## src/design/ufu_pkg.sv

```systemverilog
package ufu_pkg;

  // Framing symbols on the serial line
  localparam logic [7:0] SYM_OPEN = 8'h7D;
  localparam logic [7:0] SYM_END  = 8'h7E;
  localparam logic [7:0] SYM_ESC  = 8'h7F;

  // An escaped code n in ESC_CODE_LO..ESC_CODE_HI decodes to ESC_BASE + n
  localparam logic [7:0] ESC_BASE    = 8'h7C;
  localparam logic [7:0] ESC_CODE_LO = 8'h01;
  localparam logic [7:0] ESC_CODE_HI = 8'h03;

  // Frame type codes carried in the first decoded byte
  localparam logic [7:0] TYPE_ACK  = 8'h00;
  localparam logic [7:0] TYPE_DATA = 8'h01;
  localparam logic [7:0] TYPE_CMD  = 8'h02;

  typedef enum logic [1:0] {
    MODE_IDLE   = 2'd0,
    MODE_FRAME  = 2'd1,
    MODE_ESCAPE = 2'd2
  } rx_mode_e;

  typedef enum logic [2:0] {
    EV_PAYLOAD = 3'd0,
    EV_ACK     = 3'd1,
    EV_DATA    = 3'd2,
    EV_CMD     = 3'd3,
    EV_DROP    = 3'd4
  } event_e;

  typedef enum logic [2:0] {
    DROP_NONE    = 3'd0,
    DROP_RESTART = 3'd1,
    DROP_BAD_ESC = 3'd2,
    DROP_OVERFLOW = 3'd3,
    DROP_BAD_TYPE = 3'd4,
    DROP_NO_CMD  = 3'd5
  } drop_e;

  typedef struct packed {
    event_e      event_res;
    logic [7:0]  data_byte;
    logic [7:0]  frame_type;
    logic [7:0]  byte_index;
    logic [8:0]  frame_length;
    logic [7:0]  command;
    logic        send_ack;
    drop_e       drop_reason;
  } result_t;

  localparam int TDATA_W = 48;
  localparam int TUSER_W = 3;

endpackage

```

## src/design/ufu_decode.sv

```systemverilog
module ufu_decode #(
  parameter int MAX_FRAME = 256
) (
  input  logic             clk_i,
  input  logic             rst_ni,
  input  logic             step_i,
  input  logic [7:0]       byte_i,
  output logic             res_valid_o,
  output ufu_pkg::result_t res_o
);
  import ufu_pkg::*;

  localparam int CntW  = $clog2(MAX_FRAME + 1);
  localparam int WideW = (CntW > 9) ? CntW : 9;

  rx_mode_e          mode_q, mode_d;
  logic [CntW-1:0]   cnt_q, cnt_d;
  logic [7:0]        type_q, type_d;
  logic [7:0]        cmd_q, cmd_d;
  logic              ovf_q, ovf_d;

  logic              do_store;
  logic              do_close;
  logic              do_open;
  logic [7:0]        store_val;
  logic [WideW-1:0]  cnt_m1;
  logic              res_valid;
  result_t           res;

  assign cnt_m1 = WideW'(cnt_q) - WideW'(1);

  always_comb begin
    mode_d    = mode_q;
    cnt_d     = cnt_q;
    type_d    = type_q;
    cmd_d     = cmd_q;
    ovf_d     = ovf_q;
    do_store  = 1'b0;
    do_close  = 1'b0;
    do_open   = 1'b0;
    store_val = byte_i;
    res_valid = 1'b0;
    res       = '0;

    case (mode_q)
      MODE_FRAME: begin
        if (byte_i == SYM_OPEN) begin
          do_open = 1'b1;
          res_valid = 1'b1;
          res.event_res = EV_DROP;
          res.drop_reason = DROP_RESTART;
        end else if (byte_i == SYM_END) begin
          do_close = 1'b1;
        end else if (byte_i == SYM_ESC) begin
          mode_d = MODE_ESCAPE;
        end else begin
          do_store = 1'b1;
        end
      end
      MODE_ESCAPE: begin
        if (byte_i == SYM_OPEN) begin
          do_open = 1'b1;
          res_valid = 1'b1;
          res.event_res = EV_DROP;
          res.drop_reason = DROP_RESTART;
        end else if (byte_i >= ESC_CODE_LO && byte_i <= ESC_CODE_HI) begin
          do_store  = 1'b1;
          store_val = ESC_BASE + byte_i;
        end else begin
          mode_d = MODE_IDLE;
          res_valid = 1'b1;
          res.event_res = EV_DROP;
          res.drop_reason = DROP_BAD_ESC;
        end
      end
      default: begin
        if (byte_i == SYM_OPEN) begin
          do_open = 1'b1;
        end else begin
          mode_d = MODE_IDLE;
        end
      end
    endcase

    if (do_open) begin
      mode_d = MODE_FRAME;
      cnt_d  = '0;
      type_d = '0;
      cmd_d  = '0;
      ovf_d  = 1'b0;
    end

    // Keep a decoded byte; the first one is the frame type
    if (do_store) begin
      mode_d = MODE_FRAME;
      if (ovf_q || cnt_q >= CntW'(MAX_FRAME)) begin
        ovf_d = 1'b1;
      end else if (cnt_q == '0) begin
        type_d = store_val;
        cnt_d  = CntW'(1);
      end else begin
        if (cnt_q == CntW'(1)) begin
          cmd_d = store_val;
        end
        cnt_d = cnt_q + CntW'(1);
        res_valid = 1'b1;
        res.event_res  = EV_PAYLOAD;
        res.data_byte  = store_val;
        res.byte_index = cnt_m1[7:0];
      end
    end

    if (do_close) begin
      mode_d = MODE_IDLE;
      res_valid = 1'b1;
      if (cnt_q == '0) begin
        res.event_res = EV_DROP;
        res.drop_reason = DROP_BAD_TYPE;
      end else if (ovf_q) begin
        res.event_res = EV_DROP;
        res.drop_reason = DROP_OVERFLOW;
      end else if (type_q == TYPE_ACK) begin
        res.event_res = EV_ACK;
        res.frame_length = cnt_m1[8:0];
      end else if (type_q == TYPE_DATA) begin
        res.event_res = EV_DATA;
        res.frame_length = cnt_m1[8:0];
        res.send_ack = 1'b1;
      end else if (type_q == TYPE_CMD) begin
        if (cnt_q == CntW'(1)) begin
          res.event_res = EV_DROP;
          res.drop_reason = DROP_NO_CMD;
        end else begin
          res.event_res = EV_CMD;
          res.frame_length = cnt_m1[8:0];
          res.command = cmd_q;
          res.send_ack = 1'b1;
        end
      end else begin
        res.event_res = EV_DROP;
        res.drop_reason = DROP_BAD_TYPE;
      end
    end

    res.frame_type = type_d;
  end

  always_ff @(posedge clk_i or negedge rst_ni) begin
    if (!rst_ni) begin
      mode_q <= MODE_IDLE;
      cnt_q  <= '0;
      type_q <= '0;
      cmd_q  <= '0;
      ovf_q  <= 1'b0;
    end else if (step_i) begin
      mode_q <= mode_d;
      cnt_q  <= cnt_d;
      type_q <= type_d;
      cmd_q  <= cmd_d;
      ovf_q  <= ovf_d;
    end
  end

  assign res_valid_o = step_i & res_valid;
  assign res_o       = res;

endmodule

```

## src/design/ufu_out_reg.sv

```systemverilog
module ufu_out_reg (
  input  logic                           clk_i,
  input  logic                           rst_ni,
  input  logic                           load_i,
  input  ufu_pkg::result_t               res_i,
  output logic                           free_o,
  output logic                           m_axis_tvalid,
  input  logic                           m_axis_tready,
  output logic [ufu_pkg::TDATA_W-1:0]    m_axis_tdata,
  output logic [ufu_pkg::TUSER_W-1:0]    m_axis_tuser
);
  import ufu_pkg::*;

  logic    valid_q, valid_d;
  result_t res_q;

  // Slot frees when empty or when the held item is taken this cycle
  assign free_o = !valid_q || m_axis_tready;

  always_comb begin
    valid_d = valid_q;
    if (m_axis_tready) begin
      valid_d = 1'b0;
    end
    if (load_i) begin
      valid_d = 1'b1;
    end
  end

  always_ff @(posedge clk_i or negedge rst_ni) begin
    if (!rst_ni) begin
      valid_q <= 1'b0;
    end else begin
      valid_q <= valid_d;
    end
  end

  always_ff @(posedge clk_i) begin
    if (load_i) begin
      res_q <= res_i;
    end
  end

  assign m_axis_tvalid = valid_q;
  assign m_axis_tuser  = res_q.event_res;
  assign m_axis_tdata  = {3'b000, res_q.drop_reason, res_q.send_ack, res_q.command,
                          res_q.frame_length, res_q.byte_index, res_q.frame_type,
                          res_q.data_byte};

endmodule

```

## src/design/uart_frame_unstuffer.sv

```systemverilog
// Byte-stuffed frame decoder for a received serial byte stream. 0x7D opens a
// frame, 0x7E closes it and 0x7F escapes the next byte (codes 0x01..0x03 give
// 0x7D..0x7F). The first decoded byte is the frame type (0 ack, 1 data,
// 2 command); each later byte comes out at once as a payload item until the
// frame passes MAX_FRAME decoded bytes, and the closing byte yields one
// frame-done item (with send_ack set for data and command frames) or a drop
// item that names the reason. Bytes outside a frame are swallowed. Each input
// item yields zero or one result item. The block takes one byte per cycle: a
// byte is held in the input register, the decode state is updated as it moves
// on, and any result lands in the output register, which drives tvalid.
// Throughput drops only while the output register is full and tready is low.
module uart_frame_unstuffer #(
  parameter int MAX_FRAME = 256
) (
  input  logic                        clk_i,
  input  logic                        rst_ni,
  // s_axis_tdata: [7:0] rx_byte
  input  logic                        s_axis_tvalid,
  output logic                        s_axis_tready,
  input  logic [7:0]                  s_axis_tdata,
  // m_axis_tdata: [7:0] data_byte, [15:8] frame_type, [23:16] byte_index,
  //   [32:24] frame_length, [40:33] command, [41] send_ack,
  //   [44:42] drop_reason, [47:45] zero
  output logic                        m_axis_tvalid,
  input  logic                        m_axis_tready,
  output logic [ufu_pkg::TDATA_W-1:0] m_axis_tdata,
  // m_axis_tuser: [2:0] event_res
  output logic [ufu_pkg::TUSER_W-1:0] m_axis_tuser
);
  import ufu_pkg::*;

  logic       in_valid_q, in_valid_d;
  logic [7:0] in_byte_q;
  logic       out_free;
  logic       advance;
  logic       res_valid;
  result_t    res;

  // Move the held byte on only when the output slot can take a result
  assign advance       = in_valid_q && out_free;
  assign s_axis_tready = !in_valid_q || advance;

  always_comb begin
    in_valid_d = in_valid_q;
    if (advance) begin
      in_valid_d = 1'b0;
    end
    if (s_axis_tvalid && s_axis_tready) begin
      in_valid_d = 1'b1;
    end
  end

  always_ff @(posedge clk_i or negedge rst_ni) begin
    if (!rst_ni) begin
      in_valid_q <= 1'b0;
    end else begin
      in_valid_q <= in_valid_d;
    end
  end

  // Capture the payload on accept
  always_ff @(posedge clk_i) begin
    if (s_axis_tvalid && s_axis_tready) begin
      in_byte_q <= s_axis_tdata;
    end
  end

  ufu_decode #(
    .MAX_FRAME(MAX_FRAME)
  ) u_decode (
    .clk_i      (clk_i),
    .rst_ni     (rst_ni),
    .step_i     (advance),
    .byte_i     (in_byte_q),
    .res_valid_o(res_valid),
    .res_o      (res)
  );

  ufu_out_reg u_out_reg (
    .clk_i        (clk_i),
    .rst_ni       (rst_ni),
    .load_i       (res_valid),
    .res_i        (res),
    .free_o       (out_free),
    .m_axis_tvalid(m_axis_tvalid),
    .m_axis_tready(m_axis_tready),
    .m_axis_tdata (m_axis_tdata),
    .m_axis_tuser (m_axis_tuser)
  );

endmodule
```

## config.mk

```make
export PLATFORM = sky130hd
export DESIGN_NAME = uart_frame_unstuffer
export DESIGN_NICKNAME = d
export VERILOG_FILES = /design/src/design/ufu_pkg.sv /design/src/design/ufu_decode.sv /design/src/design/ufu_out_reg.sv /design/src/design/uart_frame_unstuffer.sv
export SDC_FILE = /design/constraint.sdc
export NUM_CORES = 1
export LEC_CHECK = 0
export CORE_MARGIN = 1
export CORE_UTILIZATION = 50
export DETAILED_ROUTE_END_ITERATION = 8
export DONT_BUFFER_PORTS = 1
export GPL_ROUTABILITY_DRIVEN = 0
export PLACE_DENSITY_LB_ADDON = 0.1
export RECOVER_POWER = 50
export SETUP_SLACK_MARGIN = 0.02
export SYNTH_ARGS = -nofsm -noshare
export SYNTH_HDL_FRONTEND = slang
export SYNTH_SLANG_ARGS = --single-unit
```

## constraint.sdc

```tcl
create_clock -name clk_i -period 8.8 [get_ports clk_i]
set_input_delay 2.64 -clock clk_i [delete_from_list [all_inputs] [get_ports clk_i]]
set_output_delay 2.64 -clock clk_i [all_outputs]
set_load 0.02 [all_outputs]
```

# --- Word-level counts from Yosys, hierarchy flattened ---
# Index checks and enable logic that the tools add are counted.
word_totals:
  out_inout_bits: 53
  word_cells: 136
  ff_bits: 86
op_classes:
  n_reduce_logical: 17
  n_bitwise: 4
  n_eq_ne: 12
  mux: 81
  n_addsub: 3
  n_lt_le_gt_ge: 3
op_table:
  columns: ["cell", "count"]
  rows:
  - ["2-to-1 mux 8 bit", 13]
  - ["2-to-1 mux 9 bit", 6]
  - ["2-to-1 mux 3 bit", 17]
  - ["2-to-1 mux 18 bit", 2]
  - ["2-to-1 mux 11 bit", 3]
  - ["equality test 8 x 7 -> 1 bit, second input constant", 3]
  - ["2-to-1 mux 1 bit", 24]
  - ["2-to-1 mux 2 bit", 10]
  - ["2-to-1 mux 12 bit", 1]
  - ["case mux 3 bit (2 select lines)", 2]
  - ["adder 9 x 1 -> 9 bit, second input constant", 1]
  - ["equality test 9 x 1 -> 1 bit, second input constant", 1]
  - [">= comparator 9 bit, second input constant", 1]
  - ["zero test 9 bit", 1]
  - ["subtractor 9 x 1 -> 9 bit, second input constant", 1]
  - ["adder 7 x 8 -> 8 bit, first input constant", 1]
  - ["equality test 8 x 1 -> 1 bit, second input constant", 1]
  - ["equality test 8 x 2 -> 1 bit, second input constant", 1]
  - [">= comparator 8 x 1 -> 1 bit, second input constant", 1]
  - ["less-or-equal comparator 8 x 2 -> 1 bit, second input constant", 1]
  - ["zero test 8 bit", 1]
  - ["OR reduction 7 bit", 1]
  - ["OR reduction 3 bit", 2]
  - ["inequality test 5 x 1 -> 1 bit, second input constant", 1]
  - ["other kinds (15)", 24]

# --- Longest topological paths before layout ---
# Gate-level depths: netlist (run 1).
logic_depth:
  ltp_word: 12
  mapped_depth: 9
  mapped_depth_nobuf: 7

# --- Hierarchy ---
# A second synthesis (run 1) with hierarchy kept.
unflattened:
  cells_unflattened: 350
  area_unflattened_um2: 4011.3
modules_own_cells:
  columns: ["module", "cells_per_inst", "n_inst", "seq_area_each_um2", "area_per_inst_um2"]
  rows:
  - ["ufu_decode", 282, 1, 700.7, 2195.9]
  - ["ufu_out_reg", 55, 1, 1466.4, 1515.2]
  - ["uart_frame_unstuffer", 13, 1, 265.3, 300.3]

# --- Worst setup path after synthesis (run 1) ---
# OpenSTA, ideal clock, no wires.
synth_timing:
  kind: "input -> output"
  startpoint: "input port m_axis_tready"
  endpoint: "output port s_axis_tready"
  cell_stages: 2
  setup_slack_ps: 3152
  required_ps: 6160
  t_arrival_ps: 3008
  cell_sequence: "nor2b_1 > nand2_1"
synth_between:
  elab_chain_len: 3
synth_lines:
  columns: ["element", "line", "rtl"]
  rows:
  - ["start, declared", "uart_frame_unstuffer.sv:25", "input logic m_axis_tready,"]
  - ["logical OR 1 bit", "ufu_out_reg.sv:18", "assign free_o = !valid_q || m_axis_tready;"]
  - ["logical AND 1 bit", "uart_frame_unstuffer.sv:40", "assign advance = in_valid_q && out_free;"]
  - ["logical OR 1 bit", "uart_frame_unstuffer.sv:41", "assign s_axis_tready = !in_valid_q || advance;"]
  - ["end, declared", "uart_frame_unstuffer.sv:19", "output logic s_axis_tready,"]
# Every way passes these cells.

# --- Worst setup path in the final report (run 1) ---
# Same ends and word-level chain as after synthesis.

==> results of run 1 <==
-- synthesized netlist by cell type (all sizes together), types with 2 or more instances --
cell type and instances:
o311ai 3, o31ai 4, o22ai 2, o21bai 2, a21oi 14, nor2b 3, or3 4, or4 3
nor2 39, clkbuf 10, mux2i 6, nand2 20, nor4 3, nor4b 2, a211oi 4, o211ai 2
edfxtp 55, and2 9, buf 11, o21ai 22, a31oi 2, inv 16, o32ai 2, xnor2 6
nand2b 7, nor3 8, nand3 29, ha 7, nand4 2, dfrtp 30
-- cell families after synthesis --
| kind of cell | after synthesis |
|---|---|
| flip-flops | 85 |
| AND/OR/NAND/NOR | 134 |
| AO/OA/AOI/OAI | 67 |
| adder cells (fa/ha/maj) | 7 |
| multiplexers | 6 |
| buffers and inverters | 37 |
| other | 1 |
| XOR/XNOR | 7 |
-- per-stage QoR --
step                worst slack, ns  utilization  instance area (µm²)
finish                        3.086       0.5555                 4115
global route                  3.034       0.5555                 4115
CTS                           3.087       0.5578                 4133
detailed placement            3.087       0.5334                 3951
global placement              3.121       0.5334                 3951
floorplan                     3.152            -                 3911
-- power by group through the flow --
stage          Clock, W  Sequential, W  Combinational (W)
4_1_cts        0.000261       0.000437          0.0000251
5_1_grt        0.000279       0.000439          0.0000290
3_3_place_gp          0       0.000446          0.0000247
3_5_place_dp          0       0.000446          0.0000248
6_report       0.000258       0.000437          0.0000250
2_1_floorplan         0       0.000442          0.0000230
-- state kept, by name (all words and copies together), names as in the netlist --
signal,count
u_out_reg.m_axis_tuser,3
u_decode.cnt_q,9
in_byte_q,8
u_decode.mode_q,2
u_decode.ovf_q,1
in_valid_q,1
u_out_reg.m_axis_tvalid,1
u_out_reg.m_axis_tdata,44
u_decode.type_q,8
u_decode.cmd_q,8
-- layout make-up --
type,count,area (µm²)
Fill cell,664,3293
Sequential cell,85,2402
Multi-Input combinational cell,224,1336
Inverter,16,60.06
Clock buffer,10,137.6
Timing Repair Buffer,2,11.26
Tap cell,99,123.9
Clock inverter,6,43.79
-- metal layers --
layer	wire length, µm	vias up	share of wire
met2	3209	89	0.43
met5	0	-	0
li1	-	1226	-
met1	3815	1199	0.51
met4	52	0	0.0069
met3	418	4	0.056
-- worst min-delay path by stage --
stage / depth (start not counted) / endpoint
finish: 2 / u_decode.cmd_q[5]
global route: 2 / u_decode.cmd_q[6]
CTS: 2 / u_decode.cmd_q[7]
detailed placement: 2 / u_decode.cmd_q[7]
global placement: 2 / u_decode.cmd_q[5]
floorplan: 2 / u_decode.cmd_q[0]
==> flow_summary.html, run 1 <==
<table>
<tr><th>Metric</th><th>Value</th></tr>
<tr><th colspan="2">Drt</th></tr>
<tr><td>Average routed wire per standard cell</td><td>16.96 µm</td></tr>
<tr><td>Per-cell via count in the routed design</td><td>5.697</td></tr>
<tr><td>Detailed Routing Iterations Pass 1</td><td>4</td></tr>
<tr><td>Residual antenna-violating net count after detailed routing</td><td>0</td></tr>
<tr><td>Routed wire length</td><td>7495 µm</td></tr>
<tr><td>DRC violation count after routing</td><td>0</td></tr>
<tr><td>Via count</td><td>2518</td></tr>
<tr><td>Number of design-rule violations left by the first detailed-router iteration</td><td>177</td></tr>
<tr><th colspan="2">Pwr</th></tr>
<tr><td>Switching power</td><td>0.0001710 W</td></tr>
<tr><td>Cell Int Power</td><td>0.0005497 W</td></tr>
<tr><td>Design Power</td><td>0.0007207 W</td></tr>
<tr><td>Clock network fraction of design power</td><td>0.358</td></tr>
<tr><td>Cell area power density</td><td>175.1 mW/mm²</td></tr>
<tr><td>Logic pwr share</td><td>0.035</td></tr>
<tr><td>Maximum VDD drop</td><td>0.07759 mV</td></tr>
<tr><td>Leak Pwr</td><td>1.546 nW</td></tr>
<tr><td>Part of the power in registers</td><td>0.607</td></tr>
<tr><td>Switching share of power</td><td>0.2373</td></tr>
<tr><th colspan="2">STA</th></tr>
<tr><td>Final number of hold-violating endpoints</td><td>0</td></tr>
<tr><td>Worst-case headroom to the max-slew limit</td><td>0.1546</td></tr>
<tr><td>TNS Setup</td><td>0 ns</td></tr>
<tr><td>Number of failing setup endpoints in the final timing report</td><td>0</td></tr>
<tr><td>Post-route clock period utilization</td><td>0.6493</td></tr>
<tr><td>Post-Route Skew</td><td>0.01494 ns</td></tr>
<tr><td>Fmax</td><td>0.1750 GHz</td></tr>
<tr><td>Unrepaired setup endpoints after global routing</td><td>false</td></tr>
<tr><td>Minimum period implied by the final worst setup slack</td><td>5.714 ns</td></tr>
<tr><td>Transition time at the pin with the least slew margin</td><td>1.250 ns</td></tr>
<tr><td>Worst-case hold slack</td><td>0.5052 ns</td></tr>
<tr><td>Number of slew-limit violations in the final report</td><td>0</td></tr>
<tr><th colspan="2">Worst hold path</th></tr>
<tr><td>Hold Crit Class</td><td>reg2reg</td></tr>
<tr><td>Hold Crit Start</td><td>u_decode.cmd_q[5]</td></tr>
<tr><th colspan="2">Cells and area</th></tr>
<tr><td>Layout overhead on the synthesized area</td><td>5.417%</td></tr>
<tr><td>Most frequent standard cell in the layout excluding fill and tap cells</td><td>edfxtp_1</td></tr>
<tr><td>Final std cells w/o fill</td><td>442</td></tr>
<tr><td>Fraction of layout instances using a drive strength above 1</td><td>0.06997</td></tr>
<tr><td>Antenna cells</td><td>0</td></tr>
<tr><td>Most used cells in the layout excluding fill and tap cells</td><td>edfxtp_1, nor2_1, dfrtp_1</td></tr>
<tr><td>Final net count</td><td>357</td></tr>
<tr><th colspan="2">Global route</th></tr>
<tr><td>Grt total ovfl</td><td>0</td></tr>
<tr><td>Largest net degree at the start of global routing</td><td>48</td></tr>
<tr><td>Wire length of the first global-routing pass</td><td>12450 µm</td></tr>
<tr><td>Routing usage on met2</td><td>0.2805</td></tr>
<tr><td>Number of antenna violations at the first check in global routing</td><td>0</td></tr>
<tr><td>Most heavily used metal layer in global routing</td><td>met1</td></tr>
<tr><td>Vias in the first global route</td><td>2362</td></tr>
<tr><td>Met1 Resource Use GR</td><td>0.3017</td></tr>
<tr><td>Global Route Usage Sum</td><td>0.1976</td></tr>
<tr><td>M3 GR Usage</td><td>0.04882</td></tr>
<tr><th colspan="2">Outcome</th></tr>
<tr><td>Status</td><td>complete, no violations</td></tr>
<tr><th colspan="2">Setup path</th></tr>
<tr><td>Crit path capture type</td><td>output pin</td></tr>
<tr><td>Crit. path cell count</td><td>2</td></tr>
<tr><td>Cell class contributing the biggest share of worst-path delay</td><td>simple AND/OR/NAND/NOR gates</td></tr>
<tr><td>Largest fanout on the critical path</td><td>4</td></tr>
<tr><td>Reg-to-reg setup timing slack</td><td>5.52 ns</td></tr>
<tr><td>Worst Reg2Reg Path Length in Cells</td><td>6</td></tr>
<tr><td>Worst reg2reg startpoint</td><td>u_decode.cnt_q[3]</td></tr>
<tr><td>Required @ worst endpoint</td><td>6.16 ns</td></tr>
<tr><td>Critical Setup Path Class</td><td>in2out</td></tr>
<tr><td>Cells along the critical path</td><td>nor2b_1 &gt; nand2_1</td></tr>
<tr><td>Worst EP arrival</td><td>3.07 ns</td></tr>
<tr><td>Critical Path Start Type</td><td>primary input</td></tr>
<tr><td>Delay contributed by the slowest stage of the critical path</td><td>0.23 ns</td></tr>
<tr><td>Termination of the worst setup path</td><td>s_axis_tready</td></tr>
<tr><td>Worst flop-to-flop path endpoint</td><td>u_out_reg.m_axis_tvalid</td></tr>
<tr><td>Origin of the worst setup path</td><td>m_axis_tready</td></tr>
<tr><td>Crit path max-delay cell type</td><td>nand2_1</td></tr>
<tr><td>Count of buffer and inverter cells on the critical path</td><td>0</td></tr>
<tr><th colspan="2">Synth</th></tr>
<tr><td>Sequential cell area fraction in the yosys report</td><td>0.6154</td></tr>
<tr><td>Synth async-reset ratio</td><td>0.3529</td></tr>
<tr><td>Share of synthesized cell area in and, or, nand and nor gates</td><td>0.1724</td></tr>
<tr><td>Library cell with the largest summed area after synthesis</td><td>edfxtp_1</td></tr>
<tr><td>Area share of the leading cell type in the synthesized netlist</td><td>0.4231</td></tr>
<tr><td>Total of flip-flops plus latches after synthesis</td><td>85</td></tr>
<tr><td>Compound-gate portion of the synthesized area</td><td>0.1141</td></tr>
<tr><td>Main synth FF type</td><td>edfxtp_1</td></tr>
<tr><td>Main combinational cell family by area after synthesis</td><td>simple AND/OR/NAND/NOR gates</td></tr>
<tr><td>Mapped Cells</td><td>344</td></tr>
<tr><td>Multiplexer fraction of the synthesized cell area</td><td>0.01538</td></tr>
<tr><td>Synthesized-area fraction occupied by xor and xnor cells</td><td>0.01571</td></tr>
<tr><td>Number of warning messages in the yosys log</td><td>0</td></tr>
<tr><td>Count of flip-flops with a built-in enable after synthesis</td><td>55</td></tr>
<tr><td>Count of different cell masters after synthesis</td><td>56</td></tr>
<tr><td>Post-Syn Area per Cell</td><td>11.35 µm²</td></tr>
<tr><td>Post-Synth Adder-Cell Area</td><td>0.02244</td></tr>
<tr><td>Synthesized cell area</td><td>0.003904 mm²</td></tr>
<tr><td>Top area cells in the synthesized netlist</td><td>edfxtp_1, dfrtp_1, nor2_1</td></tr>
<tr><th colspan="2">CTS</th></tr>
<tr><td>H-tree depth</td><td>3</td></tr>
<tr><td>Clock Latency Late Sink</td><td>0.35 ns</td></tr>
<tr><td>CTS resizes</td><td>0</td></tr>
<tr><td>Total clock buffers created by CTS</td><td>9</td></tr>
<tr><td>CTS clock-pin slew for the worst setup and hold paths</td><td>0.09 ns</td></tr>
<tr><td>CTS Root Buffer Type</td><td>clkbuf_8</td></tr>
<tr><td>Clock tree sinks</td><td>85</td></tr>
<tr><td>CTS tree</td><td>built</td></tr>
<tr><td>Max Root-Sink Buffers</td><td>2</td></tr>
<tr><td>Post-CTS Setup Repair Bufs</td><td>0</td></tr>
<tr><td>Hold buffer count at cts</td><td>0</td></tr>
<tr><th colspan="2">Die</th></tr>
<tr><td>Die height</td><td>90.36 µm</td></tr>
<tr><td>Effective utilization at floorplan</td><td>0.5269</td></tr>
<tr><td>Top Ports</td><td>65</td></tr>
<tr><td>Total die area</td><td>0.008165 mm²</td></tr>
<tr><td>Number of placement rows</td><td>31</td></tr>
<tr><td>Die Width</td><td>90.36 µm</td></tr>
<tr><td>Total core area</td><td>0.007408 mm²</td></tr>
<tr><th colspan="2">Place</th></tr>
<tr><td>HPWL after DPL</td><td>5222 µm</td></tr>
<tr><td>Placed Cells incl. Taps</td><td>426</td></tr>
<tr><td>Number of I/O port buffers</td><td>0</td></tr>
<tr><th colspan="2">Flow run</th></tr>
<tr><td>Count of maximum capacitance violations</td><td>0</td></tr>
</table>
Power figures use the tool's default switching activity.
==> inputs of run 2 (changes only) <==
clock period = 4.8 ns   (was 8.8 ns; I/O delays follow)
==> flow_summary.html, run 2 (synthesis gave the netlist of run 1 again) <==
<table>
<tr><th>Metric</th><th>Value</th></tr>
<tr><th colspan="2">Cells and area</th></tr>
<tr><td>Finished Core Util</td><td>0.5563</td></tr>
<tr><td>Most frequent standard cell in the layout excluding fill and tap cells</td><td>edfxtp_1</td></tr>
<tr><td>Fraction of layout instances using a drive strength above 1</td><td>0.07267</td></tr>
<tr><td>Most used cells in the layout excluding fill and tap cells</td><td>edfxtp_1, nor2_1, dfrtp_1</td></tr>
<tr><td>Final net count</td><td>358</td></tr>
<tr><td>Count of filler cells inserted in the layout</td><td>652</td></tr>
<tr><td>Antenna cells</td><td>0</td></tr>
<tr><td>Reg area</td><td>0.002402 mm²</td></tr>
<tr><td>Max FFs per register</td><td>44</td></tr>
<tr><td>Area of combinational cells with multiple inputs</td><td>0.001343 mm²</td></tr>
<tr><td>Layout overhead on the synthesized area</td><td>5.577%</td></tr>
<tr><td>Final std cells w/o fill</td><td>443</td></tr>
<tr><th colspan="2">CTS</th></tr>
<tr><td>Hold buffer count at cts</td><td>0</td></tr>
<tr><td>Clock Latency Late Sink</td><td>0.35 ns</td></tr>
<tr><td>CTS Root Buffer Type</td><td>clkbuf_8</td></tr>
<tr><td>Max Root-Sink Buffers</td><td>2</td></tr>
<tr><td>Post-CTS Setup Repair Bufs</td><td>0</td></tr>
<tr><td>CTS resizes</td><td>0</td></tr>
<tr><td>Clock tree sinks</td><td>85</td></tr>
<tr><td>CTS clock-pin slew for the worst setup and hold paths</td><td>0.09 ns</td></tr>
<tr><td>H-tree depth</td><td>3</td></tr>
<tr><td>CTS tree</td><td>built</td></tr>
<tr><td>Total clock buffers created by CTS</td><td>9</td></tr>
<tr><th colspan="2">Drt</th></tr>
<tr><td>DRC violation count after routing</td><td>0</td></tr>
<tr><td>Residual antenna-violating net count after detailed routing</td><td>0</td></tr>
<tr><td>Routed wire length</td><td>7742 µm</td></tr>
<tr><td>Detailed Routing Iterations Pass 1</td><td>4</td></tr>
<tr><td>Number of design-rule violations left by the first detailed-router iteration</td><td>219</td></tr>
<tr><td>Average routed wire per standard cell</td><td>17.48 µm</td></tr>
<tr><td>Per-cell via count in the routed design</td><td>5.837</td></tr>
<tr><td>Via count</td><td>2586</td></tr>
<tr><th colspan="2">Global route</th></tr>
<tr><td>Number of antenna violations at the first check in global routing</td><td>0</td></tr>
<tr><td>Global Route Usage Sum</td><td>0.2019</td></tr>
<tr><td>Largest net degree at the start of global routing</td><td>31</td></tr>
<tr><td>Grt total ovfl</td><td>0</td></tr>
<tr><td>Vias in the first global route</td><td>2325</td></tr>
<tr><td>Wire length of the first global-routing pass</td><td>12720 µm</td></tr>
<tr><th colspan="2">Pwr</th></tr>
<tr><td>Design Power</td><td>0.001309 W</td></tr>
<tr><td>Cell Int Power</td><td>0.0009949 W</td></tr>
<tr><td>Part of the power in registers</td><td>0.613</td></tr>
<tr><td>Switching share of power</td><td>0.2398</td></tr>
<tr><td>Logic pwr share</td><td>0.035</td></tr>
<tr><td>Maximum VDD drop</td><td>0.2036 mV</td></tr>
<tr><td>Cell area power density</td><td>317.6 mW/mm²</td></tr>
<tr><td>Switching power</td><td>0.0003139 W</td></tr>
<tr><td>Clock network fraction of design power</td><td>0.352</td></tr>
<tr><td>Leak Pwr</td><td>1.549 nW</td></tr>
<tr><th colspan="2">Worst hold path</th></tr>
<tr><td>Hold Crit Start</td><td>u_decode.cmd_q[4]</td></tr>
<tr><td>Worst hold path endpoint</td><td>u_decode.cmd_q[4]</td></tr>
<tr><td>Hold Crit Class</td><td>reg2reg</td></tr>
<tr><td>Number of cells traversed by the worst hold path</td><td>2</td></tr>
<tr><th colspan="2">Die</th></tr>
<tr><td>Number of placement rows</td><td>31</td></tr>
<tr><td>Total core area</td><td>0.007408 mm²</td></tr>
<tr><td>Effective utilization at floorplan</td><td>0.5269</td></tr>
<tr><td>Top Ports</td><td>65</td></tr>
<tr><td>Total die area</td><td>0.008165 mm²</td></tr>
<tr><td>Die height</td><td>90.36 µm</td></tr>
<tr><td>Die Width</td><td>90.36 µm</td></tr>
<tr><th colspan="2">Place</th></tr>
<tr><td>Placed Cells incl. Taps</td><td>427</td></tr>
<tr><td>HPWL after DPL</td><td>5496 µm</td></tr>
<tr><td>Number of I/O port buffers</td><td>0</td></tr>
<tr><th colspan="2">STA</th></tr>
<tr><td>Worst-case headroom to the max-slew limit</td><td>0.2837</td></tr>
<tr><td>Unrepaired setup endpoints after global routing</td><td>false</td></tr>
<tr><td>Number of slew-limit violations in the final report</td><td>0</td></tr>
<tr><td>Post-route clock period utilization</td><td>0.7547</td></tr>
<tr><td>TNS Setup</td><td>0 ns</td></tr>
<tr><td>Transition time at the pin with the least slew margin</td><td>1.073 ns</td></tr>
<tr><td>Number of failing setup endpoints in the final timing report</td><td>0</td></tr>
<tr><td>Minimum period implied by the final worst setup slack</td><td>3.622 ns</td></tr>
<tr><td>Final number of hold-violating endpoints</td><td>0</td></tr>
<tr><td>Post-Route Skew</td><td>0.01078 ns</td></tr>
<tr><td>Fmax</td><td>0.2761 GHz</td></tr>
<tr><th colspan="2">Setup path</th></tr>
<tr><td>Cells along the critical path</td><td>or4_1 &gt; or3_1 &gt; o211ai_1 &gt; clkbuf_1 &gt; a21oi_4 &gt; buf_4</td></tr>
<tr><td>Worst EP arrival</td><td>3.72 ns</td></tr>
<tr><td>Required @ worst endpoint</td><td>4.90 ns</td></tr>
<tr><td>Delay contributed by the slowest stage of the critical path</td><td>0.81 ns</td></tr>
<tr><td>Reg-to-reg setup timing slack</td><td>1.18 ns</td></tr>
<tr><td>Largest fanout on the critical path</td><td>25</td></tr>
<tr><td>Worst flop-to-flop path endpoint</td><td>u_out_reg.m_axis_tdata[12]</td></tr>
<tr><td>Worst Reg2Reg Path Length in Cells</td><td>6</td></tr>
<tr><td>Crit path max-delay cell type</td><td>clkbuf_1</td></tr>
<tr><td>Critical Setup Path Class</td><td>reg2reg</td></tr>
<tr><td>Worst reg2reg startpoint</td><td>u_decode.cnt_q[4]</td></tr>
<tr><td>Critical Path Start Type</td><td>flop</td></tr>
<tr><td>Origin of the worst setup path</td><td>u_decode.cnt_q[4]</td></tr>
<tr><td>Crit path capture type</td><td>flop</td></tr>
<tr><td>Cell class contributing the biggest share of worst-path delay</td><td>simple AND/OR/NAND/NOR gates</td></tr>
<tr><td>Count of buffer and inverter cells on the critical path</td><td>2</td></tr>
<tr><th colspan="2">Flow run</th></tr>
<tr><td>Count of maximum capacitance violations</td><td>0</td></tr>
<tr><th colspan="2">Outcome</th></tr>
<tr><td>Status</td><td>complete, no violations</td></tr>
</table>
-- run 2: cell count changes in the layout (fill, tap and decap cells not counted), sizes merged --
cell,previous run,this run
buf,1,2
clkinv,2,1
clkinvlp,1,2
-- run 2: power by group through the flow --
| stage | sequential (W) | clock, W | combinational [W] |
|---|---|---|---|
| 2_1_floorplan | 0.000810 | 0 | 0.0000422 |
| 3_3_place_gp | 0.000817 | 0 | 0.0000456 |
| 3_5_place_dp | 0.000817 | 0 | 0.0000455 |
| 4_1_cts | 0.000801 | 0.000470 | 0.0000459 |
| 5_1_grt | 0.000804 | 0.000505 | 0.0000527 |
| 6_report | 0.000802 | 0.000461 | 0.0000463 |
-- run 2: how the worst max path moves through the flow --
| stage | to | slack (ns) | cells after the start |
|---|---|---|---|
| after global routing | u_out_reg.m_axis_tdata[12] | 0.91 | 8 |
| after global placement | s_axis_tready | 1.52 | 2 |
| final | u_out_reg.m_axis_tdata[12] | 1.18 | 6 |
| after detailed placement | s_axis_tready | 1.48 | 2 |
| after CTS | s_axis_tready | 1.48 | 2 |
| after floorplan | u_out_reg.m_axis_tdata[0] | 0.26 | 8 |
-- run 2: layer usage --
layer	global-route usage	wire length [µm]	vias up
li1	-	-	1231
met1	0.3015	3910	1251
met2	0.2933	3383	102
met3	0.05471	416	2
met4	0.04839	31	0
met5	0	0	-
-- run 2: final cells by class --
class / instances / area share
clock buffer: 10 / 0.03097
clock inverter: 6 / 0.01123
inverter: 16 / 0.01457
multi-input combinational: 224 / 0.3257
sequential: 85 / 0.5829
tap: 99 / 0.03005
timing repair buffer: 3 / 0.004554
-- run 2: stage by stage --
step / hold WS, ns / cell area (µm²) / setup WS (ns)
3_5_place_dp: 0.4832 / 3959 / 1.475
2_1_floorplan: 0.4603 / 3911 / 0.2650
3_3_place_gp: 0.4737 / 3959 / 1.522
6_report: 0.4988 / 4121 / 1.178
4_1_cts: 0.5031 / 4133 / 1.475
5_1_grt: 0.5408 / 4121 / 0.9124
-- run 2: tightest hold or removal path: cells and delay by family, from the launching register on --
family             cells  cell delay (ns)
and+or+nand+nor        1             0.06
AOI/OAI and AO/OA      1             0.06
DFF                    1             0.35
==> inputs of run 3 (changes only) <==
clock period = 3.7 ns   (was 4.8 ns; I/O delays follow)
==> flow_summary.html, run 3 (synthesis gave the netlist of run 1 again) <==
<table>
<tr><th>Metric</th><th>Value</th></tr>
<tr><th colspan="2">Outcome</th></tr>
<tr><td>Status</td><td>complete, no violations</td></tr>
<tr><th colspan="2">Global route</th></tr>
<tr><td>Number of antenna violations at the first check in global routing</td><td>0</td></tr>
<tr><td>Largest net degree at the start of global routing</td><td>48</td></tr>
<tr><td>Vias in the first global route</td><td>2420</td></tr>
<tr><td>Wire length of the first global-routing pass</td><td>12720 µm</td></tr>
<tr><td>Global Route Usage Sum</td><td>0.2012</td></tr>
<tr><td>Grt total ovfl</td><td>0</td></tr>
<tr><th colspan="2">Cells and area</th></tr>
<tr><td>Layout overhead on the synthesized area</td><td>5.449%</td></tr>
<tr><td>Most used cells in the layout excluding fill and tap cells</td><td>edfxtp_1, nor2_1, dfrtp_1</td></tr>
<tr><td>Final net count</td><td>358</td></tr>
<tr><td>Most frequent standard cell in the layout excluding fill and tap cells</td><td>edfxtp_1</td></tr>
<tr><td>Post-Layout Inst Area</td><td>0.004116 mm²</td></tr>
<tr><td>Max FFs per register</td><td>44</td></tr>
<tr><td>Fraction of layout instances using a drive strength above 1</td><td>0.06686</td></tr>
<tr><td>Antenna cells</td><td>0</td></tr>
<tr><td>Final std cells w/o fill</td><td>443</td></tr>
<tr><th colspan="2">Place</th></tr>
<tr><td>Total cell area at the placement stage</td><td>0.003959 mm²</td></tr>
<tr><td>Number of I/O port buffers</td><td>0</td></tr>
<tr><td>HPWL after DPL</td><td>5423 µm</td></tr>
<tr><td>Placed Cells incl. Taps</td><td>427</td></tr>
<tr><th colspan="2">Pwr</th></tr>
<tr><td>Cell Int Power</td><td>0.001286 W</td></tr>
<tr><td>Part of the power in registers</td><td>0.621</td></tr>
<tr><td>Cell area power density</td><td>407.2 mW/mm²</td></tr>
<tr><td>Leak Pwr</td><td>1.545 nW</td></tr>
<tr><td>Switching power</td><td>0.0003902 W</td></tr>
<tr><td>Design Power</td><td>0.001676 W</td></tr>
<tr><td>Logic pwr share</td><td>0.036</td></tr>
<tr><td>Clock network fraction of design power</td><td>0.343</td></tr>
<tr><td>Maximum VDD drop</td><td>0.2487 mV</td></tr>
<tr><td>Switching share of power</td><td>0.2328</td></tr>
<tr><th colspan="2">STA</th></tr>
<tr><td>Post-route clock period utilization</td><td>0.7824</td></tr>
<tr><td>Number of slew-limit violations in the final report</td><td>0</td></tr>
<tr><td>Unrepaired setup endpoints after global routing</td><td>false</td></tr>
<tr><td>Final number of hold-violating endpoints</td><td>0</td></tr>
<tr><td>Minimum period implied by the final worst setup slack</td><td>2.895 ns</td></tr>
<tr><td>Post-Route Skew</td><td>0.008908 ns</td></tr>
<tr><td>TNS Setup</td><td>0 ns</td></tr>
<tr><td>Worst-case hold slack</td><td>0.4473 ns</td></tr>
<tr><td>Fmax</td><td>0.3454 GHz</td></tr>
<tr><td>Number of failing setup endpoints in the final timing report</td><td>0</td></tr>
<tr><td>Transition time at the pin with the least slew margin</td><td>1.093 ns</td></tr>
<tr><td>Worst-case headroom to the max-slew limit</td><td>0.2706</td></tr>
<tr><th colspan="2">CTS</th></tr>
<tr><td>Post-CTS Setup Repair Bufs</td><td>0</td></tr>
<tr><td>Clock Latency Late Sink</td><td>0.35 ns</td></tr>
<tr><td>Total clock buffers created by CTS</td><td>9</td></tr>
<tr><td>H-tree depth</td><td>3</td></tr>
<tr><td>CTS resizes</td><td>0</td></tr>
<tr><td>Max Root-Sink Buffers</td><td>2</td></tr>
<tr><td>Clock tree sinks</td><td>85</td></tr>
<tr><td>CTS clock-pin slew for the worst setup and hold paths</td><td>0.09 ns</td></tr>
<tr><td>CTS tree</td><td>built</td></tr>
<tr><td>CTS Root Buffer Type</td><td>clkbuf_8</td></tr>
<tr><td>Hold buffer count at cts</td><td>0</td></tr>
<tr><th colspan="2">Setup path</th></tr>
<tr><td>Crit path capture type</td><td>flop</td></tr>
<tr><td>Largest fanout on the critical path</td><td>11</td></tr>
<tr><td>Count of buffer and inverter cells on the critical path</td><td>0</td></tr>
<tr><td>Crit path max-delay cell type</td><td>or4_1</td></tr>
<tr><td>Worst EP arrival</td><td>3.06 ns</td></tr>
<tr><td>Critical Path Start Type</td><td>flop</td></tr>
<tr><td>Required @ worst endpoint</td><td>3.87 ns</td></tr>
<tr><td>Cells along the critical path</td><td>or4_1 &gt; or3_1 &gt; o21bai_1 &gt; nand3b_1 &gt; nor3b_1</td></tr>
<tr><td>Critical Setup Path Class</td><td>reg2reg</td></tr>
<tr><td>Cell class contributing the biggest share of worst-path delay</td><td>simple AND/OR/NAND/NOR gates</td></tr>
<tr><td>Delay contributed by the slowest stage of the critical path</td><td>0.65 ns</td></tr>
<tr><th colspan="2">Die</th></tr>
<tr><td>Effective utilization at floorplan</td><td>0.5269</td></tr>
<tr><td>Die Width</td><td>90.36 µm</td></tr>
<tr><td>Total core area</td><td>0.007408 mm²</td></tr>
<tr><td>Die height</td><td>90.36 µm</td></tr>
<tr><td>Total die area</td><td>0.008165 mm²</td></tr>
<tr><td>Top Ports</td><td>65</td></tr>
<tr><td>Number of placement rows</td><td>31</td></tr>
<tr><th colspan="2">Drt</th></tr>
<tr><td>DRC violation count after routing</td><td>0</td></tr>
<tr><td>Average routed wire per standard cell</td><td>17.44 µm</td></tr>
<tr><td>Residual antenna-violating net count after detailed routing</td><td>0</td></tr>
<tr><td>Via count</td><td>2599</td></tr>
<tr><td>Routed wire length</td><td>7727 µm</td></tr>
<tr><td>Detailed Routing Iterations Pass 1</td><td>4</td></tr>
<tr><td>Number of design-rule violations left by the first detailed-router iteration</td><td>161</td></tr>
<tr><td>Per-cell via count in the routed design</td><td>5.867</td></tr>
<tr><th colspan="2">Worst hold path</th></tr>
<tr><td>Hold Crit Class</td><td>in2async</td></tr>
<tr><th colspan="2">Flow run</th></tr>
<tr><td>Count of maximum capacitance violations</td><td>0</td></tr>
</table>
-- run 3: changes by cell type in the layout (fill, tap and decap cells not counted), sizes merged --
cell	before	now
clkbuf	11	12
clkinv	1	4
clkinvlp	2	1
inv	19	16
-- run 3: layout make-up --
cell class / count / area, µm²
Sequential cell: 85 / 2402
Clock buffer: 11 / 131.4
Multi-Input combinational cell: 224 / 1343
Tap cell: 99 / 123.9
Timing Repair Buffer: 3 / 18.77
Fill cell: 639 / 3292
Clock inverter: 5 / 37.54
Inverter: 16 / 60.06
-- run 3: worst paths after layout --
check | startpoint | cells past startpoint | end | slack, ns
max in group asynchronous | rst_ni | 0 | u_decode.cmd_q[3] | 3.17
worst max register to register | u_decode.cnt_q[3] | 5 | u_out_reg.m_axis_tuser[2] | 0.80
worst min-delay path | rst_ni | 0 | u_decode.cmd_q[6] | 0.45
worst max-delay path | u_decode.cnt_q[3] | 5 | u_out_reg.m_axis_tuser[2] | 0.80
min in group clk_i | u_decode.cmd_q[6] | 2 | u_decode.cmd_q[6] | 0.50
worst min register to register | u_decode.cmd_q[6] | 2 | u_decode.cmd_q[6] | 0.50
-- run 3: metrics by stage --
| step | utilization | worst slack, ns |
|---|---|---|
| 6_report | 0.5556 | 0.8050 |
| 5_1_grt | 0.5556 | 0.5585 |
| 4_1_cts | 0.5572 | 0.8528 |
| 3_5_place_dp | 0.5344 | 0.8887 |
| 3_3_place_gp | 0.5344 | 0.8843 |
| 2_1_floorplan | - | 0.1240 |
-- run 3: routing by layer --
metal  routed length [µm]  global-route usage  vias to the layer above
met5                    0                   0                        -
met4                   78             0.06586                        0
met3                  384             0.05051                        8
met2                 3299              0.2863                      106
met1                 3964              0.3009                     1252
li1                     -                   -                     1233
-- run 3: worst register-to-register path, stage by stage, from the launching register on --
cell	delay (ns)
dfrtp_1	0.48
or4_1	0.65
or3_1	0.52
o21bai_1	0.35
nand3b_1	0.43
nor3b_1	0.29
-- run 3: power by group through the flow --
stage          sequential, W  clock [W]  combinational [W]
2_1_floorplan        0.00105          0          0.0000548
3_3_place_gp         0.00106          0          0.0000594
3_5_place_dp         0.00106          0          0.0000597
4_1_cts              0.00104   0.000586          0.0000603
5_1_grt              0.00104   0.000629          0.0000682
6_report             0.00104   0.000575          0.0000610
